<file path="src/hdl/dtlm_pkg.sv">
`default_nettype none

package dtlm_pkg;

    // Widest table index and widest per-scan expiry count (table depth up to 65536).
    localparam int IDX_W = 16;
    localparam int EXP_W = 17;

    // Opcodes of an input request.
    localparam logic [1:0] OP_PACKET = 2'd0;
    localparam logic [1:0] OP_SWEEP  = 2'd1;
    localparam logic [1:0] OP_CLEAR  = 2'd2;

    // Result status codes.
    localparam logic [3:0] ST_IGNORED = 4'd0;
    localparam logic [3:0] ST_STORED  = 4'd1;
    localparam logic [3:0] ST_FULL    = 4'd2;
    localparam logic [3:0] ST_UNKNOWN = 4'd3;
    localparam logic [3:0] ST_TIMEOUT = 4'd4;
    localparam logic [3:0] ST_SUCCESS = 4'd5;
    localparam logic [3:0] ST_FAIL    = 4'd6;
    localparam logic [3:0] ST_SWEEP   = 4'd7;
    localparam logic [3:0] ST_CLEARED = 4'd8;

    // Configuration register indexes.
    localparam logic [1:0] REG_AA_CODE   = 2'd0;
    localparam logic [1:0] REG_TERM_CODE = 2'd1;
    localparam logic [1:0] REG_RTT_LIMIT = 2'd2;
    localparam logic [1:0] REG_TIMEOUT   = 2'd3;

    // Result code rule for a successful answer.
    localparam logic [31:0] SUCCESS_BELOW   = 32'd3000;
    localparam logic [31:0] SUCCESS_SPECIAL = 32'd70001;

    // Round trip saturation limits.
    localparam logic [47:0] RT_POS_MAX = 48'h7FFF_FFFF_FFFF;
    localparam logic [47:0] RT_NEG_MAG = 48'h8000_0000_0000;

    typedef struct packed {
        logic [1:0]  opcode;
        logic [23:0] command_code;
        logic        is_request;
        logic [31:0] hop_id;
        logic [47:0] time_stamp;
        logic [31:0] result_code;
    } req_t;

    typedef struct packed {
        logic [3:0]         status;
        logic               msg_type;
        logic signed [47:0] round_trip;
        logic [31:0]        attempts_count;
        logic [31:0]        success_count;
        logic [31:0]        fail_count;
        logic [31:0]        timeout_count;
        logic [31:0]        unknown_count;
        logic [63:0]        latency_sum;
        logic [31:0]        latency_count;
        logic               last;
    } res_t;

    // Scan token handed from cell to cell.
    typedef struct packed {
        logic             act;
        logic             hit;
        logic [IDX_W-1:0] hit_idx;
        logic [47:0]      hit_time;
        logic             free;
        logic [IDX_W-1:0] free_idx;
        logic [EXP_W-1:0] exp0;
        logic [EXP_W-1:0] exp1;
    } tok_t;

    // Search key and sweep limits shared by every cell.
    typedef struct packed {
        logic        sweep;
        logic        typ;
        logic [31:0] hop;
        logic [47:0] ts;
        logic [47:0] timeout;
    } bcast_t;

    // Entry write from the controller: set stores an entry, otherwise it is erased.
    typedef struct packed {
        logic             en;
        logic             set;
        logic [IDX_W-1:0] idx;
        logic             typ;
        logic [31:0]      hop;
        logic [47:0]      tim;
    } wr_t;

    // Per-type statistics.
    typedef struct packed {
        logic [31:0] att;
        logic [31:0] suc;
        logic [31:0] fail;
        logic [31:0] tmo;
        logic [31:0] unk;
        logic [63:0] sum;
        logic [31:0] lcnt;
    } cnt_t;

    // Saturating add of a small count to a 32-bit counter.
    function automatic logic [31:0] sat_add32(input logic [31:0] a, input logic [EXP_W-1:0] b);
        logic [32:0] s;
        s = {1'b0, a} + 33'(b);
        return s[32] ? 32'hFFFF_FFFF : s[31:0];
    endfunction

endpackage

`default_nettype wire

</file>
<file path="src/hdl/dtlm_cell.sv">
`default_nettype none

module dtlm_cell #(
    parameter int CELL_IDX = 0
) (
    input  wire logic            clk,
    input  wire logic            rst_n,
    input  wire dtlm_pkg::bcast_t key,
    input  wire dtlm_pkg::wr_t    wr,
    input  wire dtlm_pkg::tok_t   tok_in,
    output dtlm_pkg::tok_t        tok_out
);

    logic              valid_reg, valid_next;
    logic              typ_reg;
    logic [31:0]       hop_reg;
    logic [47:0]       tim_reg;
    dtlm_pkg::tok_t    tok_reg, tok_next;
    logic              wr_hit;
    logic              expired;
    logic [48:0]       deadline;

    assign wr_hit   = wr.en && (wr.idx == dtlm_pkg::IDX_W'(CELL_IDX));
    assign deadline = {1'b0, tim_reg} + {1'b0, key.timeout};
    assign expired  = valid_reg && (deadline < {1'b0, key.ts});

    // Token update as it passes this entry.
    always_comb
    begin
        tok_next   = tok_in;
        valid_next = valid_reg;
        if (tok_in.act)
        begin
            if (key.sweep)
            begin
                if (expired)
                begin
                    valid_next = 1'b0;
                    if (typ_reg)
                        tok_next.exp1 = tok_in.exp1 + dtlm_pkg::EXP_W'(1);
                    else
                        tok_next.exp0 = tok_in.exp0 + dtlm_pkg::EXP_W'(1);
                end
            end
            else
            begin
                if (!tok_in.hit && valid_reg && typ_reg == key.typ && hop_reg == key.hop)
                begin
                    tok_next.hit      = 1'b1;
                    tok_next.hit_idx  = dtlm_pkg::IDX_W'(CELL_IDX);
                    tok_next.hit_time = tim_reg;
                end
                if (!tok_in.free && !valid_reg)
                begin
                    tok_next.free     = 1'b1;
                    tok_next.free_idx = dtlm_pkg::IDX_W'(CELL_IDX);
                end
            end
        end
        else if (wr_hit)
        begin
            valid_next = wr.set;
        end
    end

    // Valid bit and outgoing token.
    always_ff @(posedge clk or negedge rst_n)
    begin
        if (!rst_n)
        begin
            valid_reg <= 1'b0;
            tok_reg   <= '0;
        end
        else
        begin
            valid_reg <= valid_next;
            tok_reg   <= tok_next;
        end
    end

    // Entry payload.
    always_ff @(posedge clk)
    begin
        if (wr_hit && wr.set && !tok_in.act)
        begin
            typ_reg <= wr.typ;
            hop_reg <= wr.hop;
            tim_reg <= wr.tim;
        end
    end

    assign tok_out = tok_reg;

endmodule

`default_nettype wire

</file>
<file path="config.mk">
export PLATFORM = sky130hd
export DESIGN_NAME = dtlm_cell
export DESIGN_NICKNAME = d
export VERILOG_FILES = /design/src/hdl/dtlm_pkg.sv /design/src/hdl/dtlm_cell.sv
export SDC_FILE = /design/constraint.sdc
export NUM_CORES = 1
export LEC_CHECK = 0
export ABC_AREA = 1
export BUFFER_PORTS_ARGS = -buffer_cell sky130_fd_sc_hd__buf_2
export CAP_MARGIN = 15
export CORE_AREA = 2 2 182 184
export CTS_BUF_LIST = sky130_fd_sc_hd__clkbuf_4
export DETAILED_ROUTE_END_ITERATION = 16
export DIE_AREA = 0 0 184 186
export MAX_ROUTING_LAYER = met4
export PLACE_DENSITY_LB_ADDON = 0.12
export SLEW_MARGIN = 20
export SYNTH_ARGS = -nofsm -noshare
export SYNTH_HDL_FRONTEND = slang
export SYNTH_SLANG_ARGS = --single-unit
</file>
<file path="constraint.sdc">
create_clock -name clk -period 6 [get_ports clk]
set_input_delay 0.9 -clock clk [delete_from_list [all_inputs] [get_ports clk]]
set_output_delay 0.9 -clock clk [all_outputs]
set_load 0.01 [all_outputs]
</file>
==> run metrics <==
cts hold-fix bufs=0; worst skew pair latency=between 0.6 and 0.7 ns; Tmin final=about 4.3 ns; fin cells=approximately 2300; FF+latch count, synth=199; Final GP Congestion=0.912; CTS Buf Count=17; YS warnings=0; Flop pwr share=0.525; PostCTS Resize Cnt=0; Detail Route Antenna Nets=0; MaxCap Viol Count=0; die width=between 150 and 200 um; Tot GR Track Use=0.231; Final Slew Violations=0; Final #Nets=2319; Synth Instances=1400; clk slew on worst S/H paths=between 0.15 and 0.2 ns; fmax=between 200 and 250 MHz; post-synthesis cell area=roughly 0.012 mm2; initial core utilization=0.370; Final Util=0.466; Initial DRC Count=498; Switch Pwr=0.000874 W; worst setup margin=around 1.7 ns; P&R area growth vs syn=26.2%; Hold Crit Class=in -> async; Cells after DPL=approximately 2300; Seq/Total Area, Yosys=0.452; CP Launch Type=flop; cell area power density=188 mW/mm2; ys async rst share=0.593; CP Capture Type=flop; Internal=about 0.0019 W; drt pass-1 iters=5; WL final=about 40 mm; main flop type after synthesis=dfrtp_1; Largest register FFs=roughly 120; Root Buffer=clkbuf_4; final setup fails=0; WS Path Type=reg -> reg; switching share of power=0.310; Via-to-Cell Ratio=roughly 4.7; Core Area=roughly 0.032 mm2; peak supply drop=about 130 uV; post-route clock period utilization=0.720; first-pass GRT wire length=a little under 60 mm; WP data required=6.56 ns; vias in the first global route=approximately 11000; DP HPWL=32.3 mm; setup TNS=0 ns; clock sinks=~200; Final Hold Viols=0; Layout Skew=roughly 0.033 ns; I/O Buffers=around 460; Avg Cell Area, Syn=about 8.5 um2; Die Y=186 um; grt ovf=0; Place WS=1.05 ns; status=finished, final reports clean; count of cell types in the netlist=52; number of antenna violations at the first check in global routing=9; # rows=between 60 and 70; Ports=about 470; detailed-route DRC error count=0; CTS max path bufs=2; part of the power in the clock network=0.260; Min Hold Slack=around 0.18 ns; crit path DAT=around 4.9 ns; CTS tree=yes; EDFF count, synth=a little over 80; Crit Path Max Fanout=9; leakage=7.94 nW; postcts setup bufs=0; Rel. slew slack=0.320; Gate power share=0.215; Via Count=10800; Worst-Margin Slew=1.02 ns; syn_nets=~1800; share of layout cells above drive strength 1=0.288; largest net degree at the start of global routing=between 70 and 80; Avg WL per Cell=about 17 um; die area=between 0.03 and 0.04 mm2; H-tree levels=4; RSZ-0062 raised after global routing=false
## power groups by stage
stage               combinational [W]  clock (W)  sequential [W]
floorplan                    0.000297          0         0.00153
global placement             0.000600          0         0.00151
detailed placement           0.000607          0         0.00151
CTS                          0.000610   0.000773         0.00148
global route                 0.000683   0.000812         0.00148
finish                       0.000604   0.000732         0.00148
## worst paths after layout
kind                        startpoint          end  depth (start not counted)  slack, ns
max reg2reg                 tim_reg[0]   tok_out[8]                         24       1.68
min reg2reg                tim_reg[27]  tok_out[78]                          2       0.51
min in group clk                wr[52]   hop_reg[4]                          1       0.41
max in group asynchronous        rst_n  tok_out[57]                          2       4.49
min                              rst_n  tok_out[70]                          1       0.18
max                         tim_reg[0]   tok_out[8]                         24       1.68
## critical path, stage by stage, from the launching register on
cell,delay [ns]
edfxtp_1,0.42
ha_1,0.23
fa_1,0.41
nand2_1,0.09
nand2_1,0.07
nand2_1,0.09
o21ai_0,0.13
nand3_1,0.10
nand2_1,0.16
a21o_1,0.25
a21oi_1,0.26
o21bai_1,0.15
nand2_1,0.09
nand2_1,0.06
xor2_1,0.14
ha_1,0.29
nand2_1,0.06
inv_1,0.03
o21ai_0,0.15
nand3b_1,0.19
nor2_8,0.22
nand3_4,0.21
nor2_8,0.18
nand3_2,0.08
xor2_1,0.14
## stage by stage
step | power, W | cell area [um2]
floorplan | 0.00183 | 11900
global placement | 0.00211 | 14700
detailed placement | 0.00211 | 14700
CTS | 0.00286 | 15000
global route | 0.00298 | 15000
finish | 0.00282 | 15000
## per-layer routing
| metal | vias to the layer above | part of all wire | GRT usage |
|---|---|---|---|
| met5 | - | 0 | - |
| met4 | 0 | 0.019 | 0.0701 |
| met3 | 33 | 0.060 | 0.0444 |
| met2 | 360 | 0.49 | 0.397 |
| met1 | 4873 | 0.43 | 0.275 |
| li1 | 5507 | - | - |
## area by class of cell
class	instances	area, um2
diodes	9	22.5
clock buffers	18	135
clock inverters	14	141
fillers	3338	17200
inverters	209	785
multi-input cells	978	5670
flip-flops and latches	199	5390
well taps	408	510
repair buffers	468	2370
## cell families (layout without fill, tap and decap cells)
family,after synthesis,count (layout),share of synthesized area
flops,199,199,0.452
other cells,0,9,0
simple gates,620,620,0.225
buf+inv,223,709,0.0725
compound gates,180,180,0.0870
xor+xnor,80,80,0.0589
fa+ha+maj,98,98,0.104
## placed cells by master, fill, tap and decap left out, drive strengths merged, types with 5 or more instances in the layout
| master | Yosys | final |
|---|---|---|
| a21o | 10 | 10 |
| clkbuf | 3 | 18 |
| xor2 | 55 | 55 |
| nor2 | 125 | 125 |
| ha | 97 | 97 |
| nor4 | 11 | 11 |
| nand4 | 15 | 15 |
| a21boi | 5 | 5 |
| clkinv | 0 | 6 |
| o22ai | 8 | 8 |
| o21bai | 5 | 5 |
| a21oi | 84 | 84 |
| edfxtp | 81 | 81 |
| xnor2 | 25 | 25 |
| nand2 | 384 | 384 |
| or2 | 6 | 6 |
| dfrtp | 118 | 118 |
| nand3 | 43 | 43 |
| nor3 | 26 | 26 |
| inv | 209 | 215 |
| diode | 0 | 9 |
| buf | 11 | 468 |
| o21ai | 45 | 45 |
## cells in the mapped netlist, types with 7 or more instances
master	n	area share
a21oi_1	84	0.035
nor3_1	21	0.0088
nand2_1	376	0.12
nor2_1	116	0.037
edfxtp_1	81	0.20
nand2_2	7	0.0037
nand4_1	14	0.0074
ha_1	97	0.10
xor2_1	55	0.040
xnor2_1	25	0.018
o22ai_1	8	0.0042
dfrtp_1	118	0.25
a21o_1	10	0.0063
inv_2	10	0.0032
nor4_1	10	0.0053
nand3_1	39	0.016
o21ai_0	38	0.016
inv_1	199	0.063
(Power assumes the default switching activity.)
